[src/hdl/fcpc_pkg.sv]
// ----------------------------------------------------------------------------
// Flash charger PWM controller package
// Shared sizes, register codes, band tables and the control program ROM.
// ----------------------------------------------------------------------------
package fcpc_pkg;

	localparam int AVG_DEPTH = 5;

	localparam int SAMPLE_W = 10;
	localparam int PTR_W    = $clog2(AVG_DEPTH);
	localparam int FILL_W   = $clog2(AVG_DEPTH + 1);
	localparam int SUM_W    = SAMPLE_W + $clog2(AVG_DEPTH);

	// Reciprocals are scaled by 2^RECIP_SHIFT. With 2^RECIP_SHIFT >= 1024 * n * n
	// for every divisor n up to sixteen, floor(sum * m >> RECIP_SHIFT) is exact.
	localparam int RECIP_SHIFT = 18;
	localparam int RECIP_W     = RECIP_SHIFT + 1;
	localparam int RECIP_IDX_W = 5;
	localparam int PROD_W      = SUM_W + RECIP_W;

	localparam int THR_W   = 10;
	localparam int HYST_W  = 8;
	localparam int LIMIT_W = 4;
	localparam int CFG_IDX_W  = 2;
	localparam int CFG_DATA_W = 10;

	localparam logic [THR_W-1:0]   THR_RESET   = 10'd420;
	localparam logic [HYST_W-1:0]  HYST_RESET  = 8'd70;
	localparam logic [LIMIT_W-1:0] LIMIT_RESET = 4'd3;

	typedef enum logic [CFG_IDX_W-1:0] {
		REG_READY_THRESHOLD   = 2'd0,
		REG_HYSTERESIS_OFFSET = 2'd1,
		REG_START_COUNT_LIMIT = 2'd2
	} cfg_reg_t;

	typedef enum logic [1:0] {
		ACT_NONE   = 2'd0,
		ACT_STOP   = 2'd1,
		ACT_CHANGE = 2'd2,
		ACT_START  = 2'd3
	} pwm_act_t;

	// Voltage bands: lower bound inclusive, upper bound exclusive.
	localparam logic signed [10:0] BAND_LO [4] = '{-11'sd200, 11'sd100, 11'sd200, 11'sd250};
	localparam logic signed [10:0] BAND_HI [4] = '{11'sd100, 11'sd200, 11'sd250, 11'sd330};
	localparam logic [7:0] BAND_T_HIGH [4] = '{8'd90, 8'd90, 8'd38, 8'd38};
	localparam logic [8:0] BAND_T_LOW  [4] = '{9'd275, 9'd125, 9'd24, 9'd12};

	// Band number 1 to 4, or 0 when the value lies in no band.
	function automatic logic [2:0] find_band(input logic signed [10:0] v);
		logic [2:0] b;
		b = 3'd0;
		for (int k = 0; k < 4; k++) begin
			if (b == 3'd0 && v >= BAND_LO[k] && v < BAND_HI[k]) begin
				b = 3'(k + 1);
			end
		end
		return b;
	endfunction

	// ceil(2^RECIP_SHIFT / n) for the sample counts that can occur.
	function automatic logic [RECIP_W-1:0] recip_of(input logic [RECIP_IDX_W-1:0] n);
		logic [RECIP_W-1:0] m;
		case (n)
			5'd1:    m = 19'd262144;
			5'd2:    m = 19'd131072;
			5'd3:    m = 19'd87382;
			5'd4:    m = 19'd65536;
			5'd5:    m = 19'd52429;
			5'd6:    m = 19'd43691;
			5'd7:    m = 19'd37450;
			5'd8:    m = 19'd32768;
			5'd9:    m = 19'd29128;
			5'd10:   m = 19'd26215;
			5'd11:   m = 19'd23832;
			5'd12:   m = 19'd21846;
			5'd13:   m = 19'd20165;
			5'd14:   m = 19'd18725;
			5'd15:   m = 19'd17477;
			5'd16:   m = 19'd16384;
			default: m = '0;
		endcase
		return m;
	endfunction

	// Control program.
	typedef enum logic [2:0] {
		STEP_WAIT   = 3'd0,
		STEP_RING   = 3'd1,
		STEP_MUL    = 3'd2,
		STEP_AVG    = 3'd3,
		STEP_DECIDE = 3'd4,
		STEP_EMIT   = 3'd5
	} step_t;

	typedef enum logic [1:0] {
		COND_NONE     = 2'd0,
		COND_NO_INPUT = 2'd1,
		COND_OUT_BUSY = 2'd2
	} jump_cond_t;

	typedef struct packed {
		logic       take_input;
		logic       ring_update;
		logic       mul_load;
		logic       avg_load;
		logic       decide;
		logic       emit;
		jump_cond_t cond;
		step_t      jump_step;
		step_t      next_step;
	} ctl_word_t;

	function automatic ctl_word_t ucode_word(input step_t step);
		ctl_word_t w;
		w = '{take_input: 1'b0, ring_update: 1'b0, mul_load: 1'b0, avg_load: 1'b0,
			decide: 1'b0, emit: 1'b0, cond: COND_NONE, jump_step: STEP_WAIT,
			next_step: STEP_WAIT};
		case (step)
			STEP_WAIT: begin
				w.take_input = 1'b1;
				w.cond       = COND_NO_INPUT;
				w.jump_step  = STEP_WAIT;
				w.next_step  = STEP_RING;
			end
			STEP_RING: begin
				w.ring_update = 1'b1;
				w.next_step   = STEP_MUL;
			end
			STEP_MUL: begin
				w.mul_load  = 1'b1;
				w.next_step = STEP_AVG;
			end
			STEP_AVG: begin
				w.avg_load  = 1'b1;
				w.next_step = STEP_DECIDE;
			end
			STEP_DECIDE: begin
				w.decide    = 1'b1;
				w.next_step = STEP_EMIT;
			end
			STEP_EMIT: begin
				w.emit      = 1'b1;
				w.cond      = COND_OUT_BUSY;
				w.jump_step = STEP_EMIT;
				w.next_step = STEP_WAIT;
			end
			default: begin
				w.next_step = STEP_WAIT;
			end
		endcase
		return w;
	endfunction

endpackage

[src/hdl/flash_charger_pwm_controller.sv]
// ----------------------------------------------------------------------------
// Flash charger PWM controller
// Moving average of capacitor voltage samples, flash-ready detection and
// charger PWM band control, run by a small microprogram.
// ----------------------------------------------------------------------------
// A result passes through the sample, sum, product, average, decision and
// output registers in turn after its sample transfer. The six-word control
// program walks ring update, reciprocal multiply, average, decision and output
// load, and takes no new sample until it is back in its wait step; a stalled
// output holds the program in its last step until the output register is free.
// Reset clears the sample ring, pointers, flags and counters at once and loads
// the register defaults (threshold 420, hysteresis 70, start limit 3).
module flash_charger_pwm_controller
	import fcpc_pkg::*;
(
	input  logic                  clk,
	input  logic                  arst_n,
	// Sample channel
	input  logic                  in_valid,
	output logic                  in_ready,
	input  logic [SAMPLE_W-1:0]   sample_value,
	// Result channel
	output logic                  out_valid,
	input  logic                  out_ready,
	output logic [9:0]            average_value,
	output logic                  flash_ready,
	output logic                  pwm_running,
	output logic [1:0]            pwm_action,
	output logic [7:0]            pwm_high_time,
	output logic [8:0]            pwm_low_time,
	output logic [2:0]            band_level,
	// Configuration channel
	input  logic                  cfg_valid,
	output logic                  cfg_ready,
	input  logic [CFG_IDX_W-1:0]  cfg_index,
	input  logic [CFG_DATA_W-1:0] cfg_data
);

	// Configuration registers.
	logic [THR_W-1:0]   thr_q;
	logic [HYST_W-1:0]  hyst_q;
	logic [LIMIT_W-1:0] limit_q;

	// Sequencer.
	step_t     step_q;
	ctl_word_t cw;
	logic      jump_taken;
	logic      in_xfer;
	logic      out_busy;

	// Datapath.
	logic [SAMPLE_W-1:0] ring_q [AVG_DEPTH];
	logic [PTR_W-1:0]    ptr_q;
	logic [FILL_W-1:0]   fill_q;
	logic [SAMPLE_W-1:0] sample_q;
	logic [SUM_W-1:0]    sum_q;
	logic [PROD_W-1:0]   prod_q;
	logic [9:0]          avg_q;
	logic [2:0]          band_q;

	// Controller state.
	logic         ready_q;
	logic         pwm_on_q;
	logic [2:0]   level_q;
	logic [3:0]   start_cnt_q;
	pwm_act_t     action_q;

	// Output register.
	logic         out_valid_q;

	logic signed [10:0] band_in;
	logic [1:0]         level_idx;

	// The control word for the current step comes straight from the ROM.
	assign cw       = ucode_word(step_q);
	assign in_ready = cw.take_input;
	assign in_xfer  = in_valid && in_ready;
	assign out_busy = out_valid_q && !out_ready;

	always_comb begin
		case (cw.cond)
			COND_NO_INPUT: jump_taken = !in_valid;
			COND_OUT_BUSY: jump_taken = out_busy;
			default:       jump_taken = 1'b0;
		endcase
	end

	// While the PWM runs, the band test looks at the sample less the hysteresis.
	always_comb begin
		if (pwm_on_q) begin
			band_in = $signed({1'b0, sample_q}) - $signed({3'b000, hyst_q});
		end else begin
			band_in = $signed({1'b0, sample_q});
		end
	end

	assign level_idx = 2'(level_q - 3'd1);

	// Configuration writes are always accepted; unknown indexes are dropped.
	assign cfg_ready = 1'b1;

	always_ff @(posedge clk or negedge arst_n) begin
		if (!arst_n) begin
			thr_q   <= THR_RESET;
			hyst_q  <= HYST_RESET;
			limit_q <= LIMIT_RESET;
		end else if (cfg_valid && cfg_ready) begin
			case (cfg_index)
				REG_READY_THRESHOLD:   thr_q   <= cfg_data[THR_W-1:0];
				REG_HYSTERESIS_OFFSET: hyst_q  <= cfg_data[HYST_W-1:0];
				REG_START_COUNT_LIMIT: limit_q <= cfg_data[LIMIT_W-1:0];
				default: begin
				end
			endcase
		end
	end

	// Step counter: follow the control word's jump when its condition holds.
	always_ff @(posedge clk or negedge arst_n) begin
		if (!arst_n) begin
			step_q <= STEP_WAIT;
		end else if (jump_taken) begin
			step_q <= cw.jump_step;
		end else begin
			step_q <= cw.next_step;
		end
	end

	// Sample ring and running sum. The sum drops the slot being overwritten and
	// adds the new sample, so unwritten slots count as zero during warm-up.
	always_ff @(posedge clk or negedge arst_n) begin
		if (!arst_n) begin
			for (int k = 0; k < AVG_DEPTH; k++) begin
				ring_q[k] <= '0;
			end
			ptr_q  <= '0;
			fill_q <= '0;
			sum_q  <= '0;
		end else if (cw.ring_update) begin
			ring_q[ptr_q] <= sample_q;
			sum_q <= sum_q - SUM_W'(ring_q[ptr_q]) + SUM_W'(sample_q);
			if (ptr_q == PTR_W'(AVG_DEPTH - 1)) begin
				ptr_q <= '0;
			end else begin
				ptr_q <= ptr_q + PTR_W'(1);
			end
			if (fill_q != FILL_W'(AVG_DEPTH)) begin
				fill_q <= fill_q + FILL_W'(1);
			end
		end
	end

	// Payload registers of the datapath.
	always_ff @(posedge clk) begin
		if (in_xfer) begin
			sample_q <= sample_value;
		end
		if (cw.mul_load) begin
			// Division by the sample count as a multiply by its reciprocal.
			prod_q <= PROD_W'(sum_q) * PROD_W'(recip_of(RECIP_IDX_W'(fill_q)));
		end
		if (cw.avg_load) begin
			avg_q  <= prod_q[RECIP_SHIFT +: 10];
			band_q <= find_band(band_in);
		end
	end

	// Charge decision: ready detection first, then band tracking or start-up.
	always_ff @(posedge clk or negedge arst_n) begin
		if (!arst_n) begin
			ready_q     <= 1'b0;
			pwm_on_q    <= 1'b0;
			level_q     <= 3'd0;
			start_cnt_q <= 4'd0;
			action_q    <= ACT_NONE;
		end else if (cw.decide) begin
			action_q <= ACT_NONE;
			if (avg_q >= thr_q) begin
				ready_q <= 1'b1;
				if (pwm_on_q) begin
					pwm_on_q    <= 1'b0;
					level_q     <= 3'd0;
					start_cnt_q <= 4'd0;
					action_q    <= ACT_STOP;
				end
			end else if (pwm_on_q) begin
				if (band_q != 3'd0 && band_q != level_q) begin
					level_q  <= band_q;
					action_q <= ACT_CHANGE;
				end
			end else if (band_q != 3'd0) begin
				if (start_cnt_q >= limit_q) begin
					pwm_on_q    <= 1'b1;
					level_q     <= band_q;
					ready_q     <= 1'b0;
					start_cnt_q <= 4'd0;
					action_q    <= ACT_START;
				end else begin
					start_cnt_q <= start_cnt_q + 4'd1;
				end
			end
		end
	end

	// Output register: a result waits here while the next sample is taken.
	always_ff @(posedge clk or negedge arst_n) begin
		if (!arst_n) begin
			out_valid_q <= 1'b0;
		end else begin
			if (out_valid_q && out_ready) begin
				out_valid_q <= 1'b0;
			end
			if (cw.emit && !out_busy) begin
				out_valid_q <= 1'b1;
			end
		end
	end

	always_ff @(posedge clk) begin
		if (cw.emit && !out_busy) begin
			average_value <= avg_q;
			flash_ready   <= ready_q;
			pwm_running   <= pwm_on_q;
			pwm_action    <= action_q;
			band_level    <= level_q;
			if (level_q != 3'd0) begin
				pwm_high_time <= BAND_T_HIGH[level_idx];
				pwm_low_time  <= BAND_T_LOW[level_idx];
			end else begin
				pwm_high_time <= '0;
				pwm_low_time  <= '0;
			end
		end
	end

	assign out_valid = out_valid_q;

	// A sample transfer always starts the program, so no second one follows.
	assert property (@(posedge clk) disable iff (!arst_n)
		in_xfer |=> !in_ready)
		else $error("sample transfer accepted back to back");

	assert property (@(posedge clk) disable iff (!arst_n)
		fill_q <= FILL_W'(AVG_DEPTH) && ptr_q <= PTR_W'(AVG_DEPTH - 1))
		else $error("ring pointer or fill count out of range");

	assert property (@(posedge clk) disable iff (!arst_n)
		out_valid |-> (pwm_running == (band_level != 3'd0)))
		else $error("band level disagrees with PWM state");

	assert property (@(posedge clk) disable iff (!arst_n)
		(out_valid && pwm_action == ACT_START) |-> (pwm_running && !flash_ready))
		else $error("PWM start reported without running PWM");

	assert property (@(posedge clk) disable iff (!arst_n)
		(out_valid && pwm_action == ACT_STOP) |-> (!pwm_running && flash_ready))
		else $error("PWM stop reported without ready flag");

endmodule
[config.mk]
export PLATFORM = sky130hd
export DESIGN_NAME = flash_charger_pwm_controller
export DESIGN_NICKNAME = d
export VERILOG_FILES = /design/src/hdl/fcpc_pkg.sv /design/src/hdl/flash_charger_pwm_controller.sv
export SDC_FILE = /design/constraint.sdc
export NUM_CORES = 1
export LEC_CHECK = 0
export ABC_AREA = 0
export BUFFER_PORTS_ARGS = -buffer_cell sky130_fd_sc_hd__buf_2
export CAP_MARGIN = 15
export CORE_ASPECT_RATIO = 0.5
export CORE_MARGIN = 3
export CORE_UTILIZATION = 30
export CTS_CLUSTER_SIZE = 16
export DETAILED_ROUTE_END_ITERATION = 10
export PLACE_DENSITY = 0.53
export REMOVE_ABC_BUFFERS = 1
export SYNTH_ARGS = -nofsm -noshare
export SYNTH_HDL_FRONTEND = slang
export SYNTH_SLANG_ARGS = --single-unit
[constraint.sdc]
create_clock -name clk -period 8.1 [get_ports clk]
set_input_delay 1.62 -clock clk [delete_from_list [all_inputs] [get_ports clk]]
set_output_delay 1.62 -clock clk [all_outputs]
set_load 0.02 [all_outputs]
---- Yosys cells after proc, flatten, opt, wreduce, memory -nomap -nowiden ----
Index checks and enable logic that the tools add are counted.
Widths: inputs -> output; s select.
storage, ports and cells
  word-level logic and storage cells ...... 168
  input port bits ......................... 27
  register bits ........................... 191
  output and inout port bits .............. 37
operators by class
  reduce and logical (&&, ||, !) cells .... 35
  order comparisons ....................... 13
  $mul .................................... 1
  eq/ne operators ......................... 22
  mux-type cells .......................... 59
  add/sub/neg operators ................... 7
  bitwise gates (word level) .............. 2
operators with widths
  operator             number
  $pmux 19 s7          1
  $bwmux 50            1
  $mux 3               13
  $ge 11x9->1 const B  3
  $bmux 10 s3          1
  $demux 10 s3         1
  $mux 10              3
  $mul 13x19->28       1
  $lt 11x9->1 const B  2
  $eq 3x3->1 const B   7
  $mux 4               5
  $mux 19              1
  $bmux 9 s2           1
  $mux 1               18
  $mux 9               2
  $bmux 8 s2           1
  $mux 8               2
  $pmux 3 s5           1
  $add 13x10->13       1
  $logic_and 1x1->1    13
  $sub 13x10->13       1
  $eq 3x2->1 const B   4
  $logic_not 3->1      4
  $ge 11x8->1 const B  1
  other kinds (32)     51

---- Logic depth before layout (Yosys ltp) ----
Gate-level depths: netlist of the first run.
  depth after elaboration ................. 19
  gate-level depth with buffers ........... 29
  mapped depth without buffers ............ 26

---- Worst setup path before layout of the first run ----
No wires, ideal clock.
  path kind ............................... register -> register
  from .................................... register fill_q[2]
  to ...................................... register prod_q[27], data pin
  slack ................................... 1.453 ns
  clock period less this slack ............ 6.647 ns
  cell stages (with the launch flop) ...... 29
  data arrival time ....................... 6.389 ns
  setup time .............................. 0.258 ns
  cells stage by stage .................... dfrtp_1 buf_6 clkbuf_1 inv_1 ha_1 nor3_1 nor2_1 o22a_1 clkbuf_1 and2_1 fa_1 inv_1 fa_1 inv_1 fa_1 fa_1 inv_1 fa_1 inv_1 ha_1 and4_1 o2bb2ai_1 o41a_1 o31ai_4 a211oi_2 nor3_2 o21bai_2 a21oi_2 xnor2_1
between the ends
  longest elaborated chain between the ends .. 4
  elaborated cells on any way between the ends .. 10
RTL lines
  what                                      line                                 RTL
  start: declaration                        flash_charger_pwm_controller.sv:54   logic [FILL_W-1:0] fill_q;
  start signal: assignment                  flash_charger_pwm_controller.sv:148  fill_q <= fill_q + FILL_W'(1);
  $eq 3x3->1, or another cell as far along  fcpc_pkg.sv:65                       case (n)
  $pmux 19 s7 *                             fcpc_pkg.sv:65
  $mux 19 *                                 flash_charger_pwm_controller.sv:158  if (cw.mul_load) begin
  $mul 13x19->28 *                          flash_charger_pwm_controller.sv:160  prod_q <= PROD_W'(sum_q) * PROD_W'(recip_of(RECIP_IDX_W'(fill_q)));
  end signal: assignment                    flash_charger_pwm_controller.sv:160
  end: declaration                          flash_charger_pwm_controller.sv:57   logic [PROD_W-1:0] prod_q;
Every way passes the cells marked *; elsewhere a longest branch is shown, timed or not. The select of a mux whose other input is x is not followed.
A chain may end at the register's enable or synchronous reset.

---- Worst setup path in the final report of the first run ----
  from .................................... register fill_q[0]
  to ...................................... register prod_q[27], data pin
The elaborated chain is that of the path after synthesis.

==> results.toml, run 1 <==
[cts]
htreeDepth = 4
clkTransAtPathRegs_ns = 0.07
cts_buffer_depth = 2
hold_buffers = 0
cts_tree = "yes"
cts_root_buffer = "clkbuf_16"
postCtsSetupRepairBufs = 0
cts_buffers = 17
clkSinkCount = 164
clk_latency_ns = 0.43
post_cts_resized = 0

[global_routing]
antenna_found_initial = 0
overflow = 0
track_usage_pct = 14.9
grt_max_degree = 65
grt_pass1_vias = 10600
grt_pass1_wl_um = 60400

[logic_synthesis]
yosys_warnings = 0
yosys.area.top_type = "fa_1"
async_flop_share_pct = 64.6
synth_cells = 1526
synth_compound_area_share_pct = 9.19
synth.top_cells.by_area = "fa_1 (26%), dfrtp_1 (16%), edfxtp_1 (12%), ha_1 (8.6%), inv_1 (8.2%)"
synth_ff_type = "dfrtp_1"
synth.distinct_cells = 79
synth_top_area_share_pct = 25.6
synth_area_sq_mm = 0.0150
yosys.area_share.adder_pct = 34.2
synth_top_family_by_area = "adder cells"
yosysSeqAreaShare_pct = 29.4
muxShareOfSynthArea_pct = 2.27
yosys.area_share.simple_pct = 12.6
synth-edff-count = 58
synth.avg_cell_area_sq_um = 9.82
synthXorXnorAreaFrac_pct = 1.86
ys_seq_elements = 164

[sta]
period_share_pct = 91.5
setup_violations = 0
timing.fmax_mhz = 135
final_hold_viol_count = 0
slew_violations = 0
clock_skew_ns = 0.0132
relSlewSlack_pct = 46.0
tns_ns = 0
tightest_slew_ns = 0.811
min_period_ns = 7.41
grt_setup_unrepaired = "false"

[cells_and_area]
final_layout_size_suffix_gt1_share_pct = 10.2
instances_no_fill = 2214
nets = 1874
antennaDiodeCount = 0
syn2layout_area_growth_pct = 10.1
fin_area_sq_mm = 0.0165
final_util_pct = 33.7

[critical_path]
path_class = "flop to flop"
slowest_stage = "fa_1"
crit_fanout = 13
crit_top_cell = "fa_1"
end_kind = "flop"
slowest_delay_ns = 0.58
start_kind = "flop"
crit_chain = "ha_1, ha_1, nor3_1, nor2_1, o22a_1, and2_1, fa_1, fa_1, fa_1, fa_1, inv_1, fa_1, inv_1, ha_1, o21ai_0, o2bb2ai_1, o41a_1, o31ai_4, a211oi_2, nor3_2, o21bai_2, a21oi_2, xnor2_1"
critPathRequiredTime_ns = 8.27
cp.arrival_ns = 7.58

[detailed_routing]
wl_met2_um = 17200
dr.pass1.iters = 5
routed_via_density = 4.59
wirelength_um = 37300
ant_nets = 0
top_layer = "met4"
drt_iter0_markers = 713
drc = 0
wl_per_cell_um = 16.8
wl_met3_um = 2160
wl_met1_um = 17000
vias = 10200

[floorplan]
die_area_sq_mm = 0.0528
die_x_um = 322
die_h_um = 164
num_rows = 57
core_area_sq_mm = 0.0489
initial_core_util_pct = 30.6
ioPinCount = 64

[status]
outcome = "finished clean"

[min_path]
min_path_type = "flop to flop"

[job]
cap_viol_max_count = 0

[placed_design]
gp_congestion = 0.928
placed_cells = 2182
dp_hpwl_um = 30700
dpl_cell_area_sq_mm = 0.0159
portBuffers = 59
[through the flow]
| stage | setup WS [ns] | hold WS [ns] |
|---|---|---|
| 3_5_place_dp | 0.772 | 0.406 |
| 5_1_grt | 0.167 | 0.435 |
| 3_3_place_gp | 0.845 | 0.403 |
| 6_report | 0.688 | 0.427 |
| 4_1_cts | 0.721 | 0.430 |
| 2_1_floorplan | 1.45 | 0.400 |
[cell families after synthesis]
group           Yosys count
compound gates          212
xor+xnor                 31
fa+ha+maj               295
buf+inv                 397
flops                   164
mux                      26
other cells               2
simple gates            399
[placed cells by master (no fill, tap or decap), types with 8 or more instances in the layout]
cell	count
xnor2_1	22
and3_1	14
edfxtp_1	58
a21o_1	14
inv_1	328
a21oi_1	18
nand2_1	180
ha_1	103
and2_1	48
fa_1	192
dfrtp_1	97
nor2b_1	13
o22ai_1	8
clkbuf_16	17
mux2_2	14
nand3_1	21
o21ai_0	98
nor2_1	65
buf_4	15
o21a_1	11
nor3_1	15
xor2_1	8
buf_2	58
dfstp_2	9
[flip-flops by register name, summed over array words and instances, names as in the netlist, 2 cells and up]
signal / cells
action_q: 2
average_value: 10
avg_q: 10
band_level: 3
band_q: 3
fill_q: 3
hyst_q: 8
level_q: 3
limit_q: 4
prod_q: 10
ptr_q: 3
pwm_action: 2
pwm_high_time: 3
pwm_low_time: 5
ring_q: 50
sample_q: 10
start_cnt_q: 4
step_q: 3
sum_q: 13
thr_q: 10
[critical path: cells and delay by family (launching register included)]
| family | cells | cell delay [ns] |
|---|---|---|
| AOI/OAI and AO/OA | 8 | 2.03 |
| xor gates and xnor gates | 1 | 0.08 |
| and+or+nand+nor | 4 | 0.78 |
| adders and majority gates | 8 | 3.72 |
| buffers and inverters | 2 | 0.11 |
| DFF | 1 | 0.42 |
[cells in the mapped netlist (8+ instances only)]
master	n
clkbuf_1	53
nor2b_1	13
o22ai_1	8
buf_4	11
xor2_1	8
and2_1	48
mux2_2	14
inv_1	328
edfxtp_1	58
ha_1	103
nor3_1	15
nand2_1	180
nor2_1	66
o21ai_0	98
and3_1	14
nand3_1	21
a21oi_1	18
dfstp_2	9
xnor2_1	22
o21a_1	11
dfrtp_1	97
a21o_1	14
fa_1	192
[worst paths after layout]
kind	from	to	slack, ns	cells past startpoint
setup / recovery	fill_q[0]	prod_q[27]	0.69	23
min in group asynchronous	arst_n	sum_q[11]	1.19	1
hold reg to reg	prod_q[18]	avg_q[0]	0.43	0
setup reg to reg	fill_q[0]	prod_q[27]	0.69	23
hold / removal	prod_q[18]	avg_q[0]	0.43	0
max in group asynchronous	arst_n	ring_q[29]	5.68	2
[cell type report]
class,instances,area [sq um]
clock buffers,17,425
well taps,649,812
inverters,329,1230
multi-input cells,967,9040
flip-flops and latches,164,4410
repair buffers,73,403
clock inverters,15,175
fillers,5063,32400
[layer usage]
metal | up-vias | GRT usage (%)
met2 | 266 | 24.1
met4 | 0 | 4.28
met1 | 4997 | 20.8
met5 | - | 0
li1 | 4850 | -
met3 | 49 | 2.48
Power of run 1 is left out: the tool's default activity adds up to more than one toggle a clock period on the data nets, which glitch-free logic cannot reach.
==> inputs of run 2 (changes only) <==
--- a/config.mk
+++ b/config.mk
@@ -13,7 +13,7 @@
 export CORE_UTILIZATION = 30
 export CTS_CLUSTER_SIZE = 16
 export DETAILED_ROUTE_END_ITERATION = 10
-export PLACE_DENSITY = 0.53
+export PLACE_DENSITY = 0.46
 export REMOVE_ABC_BUFFERS = 1
 export SYNTH_ARGS = -nofsm -noshare
 export SYNTH_HDL_FRONTEND = slang
==> constraint.sdc (replaced) <==
create_clock -name clk -period 8.6 [get_ports clk]
set_input_delay 1.72 -clock clk [delete_from_list [all_inputs] [get_ports clk]]
set_output_delay 1.72 -clock clk [all_outputs]
set_load 0.02 [all_outputs]
==> results.toml, run 2 (synthesis results as in run 1) <==
[critical_path]
timing.rr.start = "fill_q[0]"
cp.arrival_ns = 7.56
slowest_delay_ns = 0.56
crit_chain = "ha_1, ha_1, nor3_1, nor2_1, o22a_1, nand2_1, fa_1, fa_1, inv_1, fa_1, fa_1, inv_1, fa_1, inv_1, ha_1, a211oi_1, o2bb2ai_1, o41a_1, o31ai_4, a211oi_2, nor3_2, o21bai_2, a21oi_2, xnor2_1"
ff2ff_path_depth = 24
path_class = "flop to flop"
crit_fanout = 13
reg2reg_slack_ns = 1.21
crit_top_cell = "fa_1"
start_kind = "flop"
cp_top_family = "adder cells"
end_kind = "flop"
r2r_end = "prod_q[27]"
crit_buf_inv = 3
critPathRequiredTime_ns = 8.78
slowest_stage = "fa_1"

[sta]
tns_ns = 0
min_period_ns = 7.39
slew_violations = 0
clock_skew_ns = 0.0157
fin_hold_ws_ns = 0.420
relSlewSlack_pct = 34.4
grt_setup_unrepaired = "false"
tightest_slew_ns = 0.980
period_share_pct = 85.9
final_hold_viol_count = 0
setup_violations = 0
timing.fmax_mhz = 135

[min_path]
holdPathEnd = "avg_q[7]"
min_path_type = "flop to flop"
worstHoldStart = "prod_q[25]"
holdPathStages = 0

[global_routing]
overflow = 0
track_usage_pct = 15.6
grt_max_degree = 63
antenna_found_initial = 0
grt_pass1_wl_um = 63000
grt_pass1_vias = 10600

[cts]
clkTransAtPathRegs_ns = 0.06
cts_tree = "yes"
cts_root_buffer = "clkbuf_16"
cts_buffers = 17
cts_buffer_depth = 2
post_cts_resized = 0
clkSinkCount = 164
htreeDepth = 4
clk_latency_ns = 0.44
postCtsSetupRepairBufs = 0
hold_buffers = 0

[floorplan]
core_area_sq_mm = 0.0489
die_x_um = 322
die_area_sq_mm = 0.0528
num_rows = 57
die_h_um = 164
ioPinCount = 64
initial_core_util_pct = 30.6

[cells_and_area]
ff_latch_area_sq_mm = 0.00441
reg.largest.list = "ring_q: 50 flops, sum_q: 13 flops"
final_layout_size_suffix_gt1_share_pct = 9.81
fillerInstances = 5074
largest_reg_flops = 50
final_common_cell = "inv_1"
regMostFlops = "ring_q"
syn2layout_area_growth_pct = 9.92
most-common-layout-cells = "inv_1 (328), fa_1 (192), nand2_1 (180)"
multi_input_area_sq_mm = 0.00905
nets = 1869
antennaDiodeCount = 0

[placed_design]
dp_hpwl_um = 31600
portBuffers = 59
gp_congestion = 0.924

[detailed_routing]
wirelength_um = 38900
drt_iter0_markers = 607
routed_via_density = 4.53
wl_per_cell_um = 17.6
ant_nets = 0
dr.pass1.iters = 5
drc = 0
vias = 10000

[status]
outcome = "finished clean"

[job]
cap_viol_max_count = 0
[run 2: changes by cell type in the layout (fill, tap and decap cells not counted), moves of 2 or more]
cell / delta
inv_6: -5
buf_4: -5
inv_8: -4
clkinv_4: +3
bufinv_16: +2
[run 2: layout make-up]
cell class	count	share of cell area [%]
clock inverter	14	1.08
inverter	329	7.50
multi-input combinational	967	54.9
tap	649	4.93
timing repair buffer	68	2.22
clock buffer	18	2.61
sequential	164	26.7
[run 2: worst register-to-register path: stages, from the launching register on]
cell and delay, ns:
dfrtp_1 0.42, ha_1 0.38, ha_1 0.37, nor3_1 0.09, nor2_1 0.10, o22a_1 0.50, nand2_1 0.26, fa_1 0.56
fa_1 0.56, inv_1 0.06, fa_1 0.51, fa_1 0.55, inv_1 0.06, fa_1 0.53, inv_1 0.04, ha_1 0.30
a211oi_1 0.24, o2bb2ai_1 0.15, o41a_1 0.40, o31ai_4 0.32, a211oi_2 0.15, nor3_2 0.25, o21bai_2 0.11, a21oi_2 0.15
xnor2_1 0.08
[run 2: metal layers]
metal / vias to the layer above / global-route usage (%) / share of wire [%]
met5: - / 0 / 0
met4: 0 / 4.05 / 2.0
met3: 44 / 2.40 / 3.7
met2: 162 / 24.6 / 45
met1: 4965 / 22.4 / 50
li1: 4842 / - / -
[run 2: worst max-delay path by stage]
stage	start	end	slack, ns	depth (start not counted)
after floorplan	fill_q[0]	prod_q[27]	1.95	25
after CTS	fill_q[0]	prod_q[27]	1.25	24
after global routing	fill_q[0]	prod_q[27]	0.79	24
after detailed placement	fill_q[0]	prod_q[27]	1.32	24
final	fill_q[0]	prod_q[27]	1.21	24
after global placement	fill_q[0]	prod_q[27]	1.31	24
[run 2: stage by stage]
stage | util, % | cell area (sq um) | cells | worst slack [ns]
final | 33.7 | 16500 | 2209 | 1.21
after global routing | 33.7 | 16500 | 2209 | 0.786
after CTS | 33.7 | 16500 | 2209 | 1.25
after detailed placement | 32.4 | 15900 | 2177 | 1.32
after global placement | 32.4 | 15900 | 2177 | 1.31
after floorplan | - | 14700 | 1460 | 1.95
Power of run 2 is left out for the same reason.
==> inputs of run 3 (changes only) <==
--- a/config.mk
+++ b/config.mk
@@ -6,7 +6,7 @@
 export NUM_CORES = 1
 export LEC_CHECK = 0
 export ABC_AREA = 0
-export BUFFER_PORTS_ARGS = -buffer_cell sky130_fd_sc_hd__buf_2
+export BUFFER_PORTS_ARGS = -buffer_cell sky130_fd_sc_hd__buf_4
 export CAP_MARGIN = 15
 export CORE_ASPECT_RATIO = 0.5
 export CORE_MARGIN = 3
==> results.toml, run 3 (synthesis results as in run 1) <==
[cts]
cts_buffer_depth = 2
postCtsSetupRepairBufs = 0
htreeDepth = 4
post_cts_resized = 0
cts_root_buffer = "clkbuf_16"
cts_buffers = 17
cts_tree = "yes"
hold_buffers = 0
clk_latency_ns = 0.43
clkSinkCount = 164
clkTransAtPathRegs_ns = 0.08

[critical_path]
slowest_delay_ns = 0.57
r2r_end = "prod_q[27]"
critPathRequiredTime_ns = 8.78
path_class = "flop to flop"
slowest_stage = "fa_1"
cp.arrival_ns = 7.58
start_kind = "flop"
ff2ff_path_depth = 24
crit_chain = "ha_1, ha_1, nor3_1, nor2_1, o22a_1, nand2_1, fa_1, fa_1, inv_1, fa_1, fa_1, inv_1, fa_1, inv_1, ha_1, a211oi_1, o2bb2ai_1, o41a_1, o31ai_4, a211oi_2, nor3_2, o21bai_2, a21oi_2, xnor2_1"
reg2reg_slack_ns = 1.19
timing.rr.start = "fill_q[0]"
end_kind = "flop"
crit_fanout = 13
crit_top_cell = "fa_1"

[floorplan]
num_rows = 57
die_h_um = 164
die_area_sq_mm = 0.0528
die_x_um = 322
ioPinCount = 64
core_area_sq_mm = 0.0489
initial_core_util_pct = 30.6

[sta]
fin_hold_ws_ns = 0.419
slew_violations = 0
period_share_pct = 86.2
setup_violations = 0
clock_skew_ns = 0.0123
setup_ws_ns = 1.19
timing.fmax_mhz = 135
grt_setup_unrepaired = "false"
tightest_slew_ns = 0.973
min_period_ns = 7.41
final_hold_viol_count = 0
relSlewSlack_pct = 35.0
tns_ns = 0

[global_routing]
grt_pass1_wl_um = 63000
track_usage_pct = 15.6
antenna_found_initial = 0
grt_max_degree = 58
overflow = 0
grt_pass1_vias = 10600

[placed_design]
gp_congestion = 0.899
portBuffers = 59
pre_cts_slack_ns = 1.24
dp_hpwl_um = 31700

[cells_and_area]
syn2layout_area_growth_pct = 10.7
most-common-layout-cells = "inv_1 (328), fa_1 (192), nand2_1 (180)"
antennaDiodeCount = 0
reg.largest.list = "ring_q: 50 flops, sum_q: 13 flops"
final_common_cell = "inv_1"
regMostFlops = "ring_q"
largest_reg_flops = 50
final_layout_size_suffix_gt1_share_pct = 9.93
nets = 1870

[min_path]
worstHoldStart = "prod_q[23]"
holdPathStages = 0
holdPathEnd = "avg_q[5]"
min_path_type = "flop to flop"

[detailed_routing]
wl_per_cell_um = 17.7
vias = 10000
dr.pass1.iters = 5
wirelength_um = 39100
drt_iter0_markers = 580
routed_via_density = 4.53
drc = 0
ant_nets = 0

[job]
cap_viol_max_count = 0

[status]
outcome = "finished clean"
run 3: layer usage:
metal | share of wire [%] | up-vias | GRT usage [%]
met4 | 1.8 | 0 | 3.66
met2 | 45 | 202 | 24.7
li1 | - | 4837 | -
met1 | 49 | 4938 | 22.6
met3 | 4.4 | 33 | 2.25
met5 | 0 | - | 0
run 3: critical path, delay by kind of cell, from the launching register on:
family | cells | cell delay [ns]
adders and majority gates | 8 | 3.81
buffers and inverters | 3 | 0.16
and+or+nand+nor | 4 | 0.71
DFF | 1 | 0.41
AOI/OAI and AO/OA | 8 | 1.99
xor gates and xnor gates | 1 | 0.07
run 3: worst max-delay path by stage:
stage / to / cells past startpoint / slack, ns / startpoint
after floorplan: prod_q[27] / 25 / 1.95 / fill_q[0]
after global placement: prod_q[27] / 24 / 1.32 / fill_q[0]
after detailed placement: prod_q[27] / 24 / 1.24 / fill_q[0]
after CTS: prod_q[27] / 24 / 1.19 / fill_q[0]
after global routing: prod_q[27] / 24 / 0.80 / fill_q[0]
final: prod_q[27] / 24 / 1.19 / fill_q[0]
run 3: per-stage QoR:
stage	area, sq um	cells	utilization [%]
floorplan	14700	1460	-
global placement	16000	2178	32.7
detailed placement	16000	2178	32.7
CTS	16600	2210	33.9
global route	16600	2210	33.9
finish	16600	2210	33.9
run 3: layout make-up:
class                      count  area, sq um
sequential                   164         4410
clock buffer                  18          429
inverter                     329         1230
timing repair buffer          69          518
fill                        5048        32300
tap                          649          812
multi-input combinational    967         9050
clock inverter                14          139
Power of run 3 is left out for the same reason.
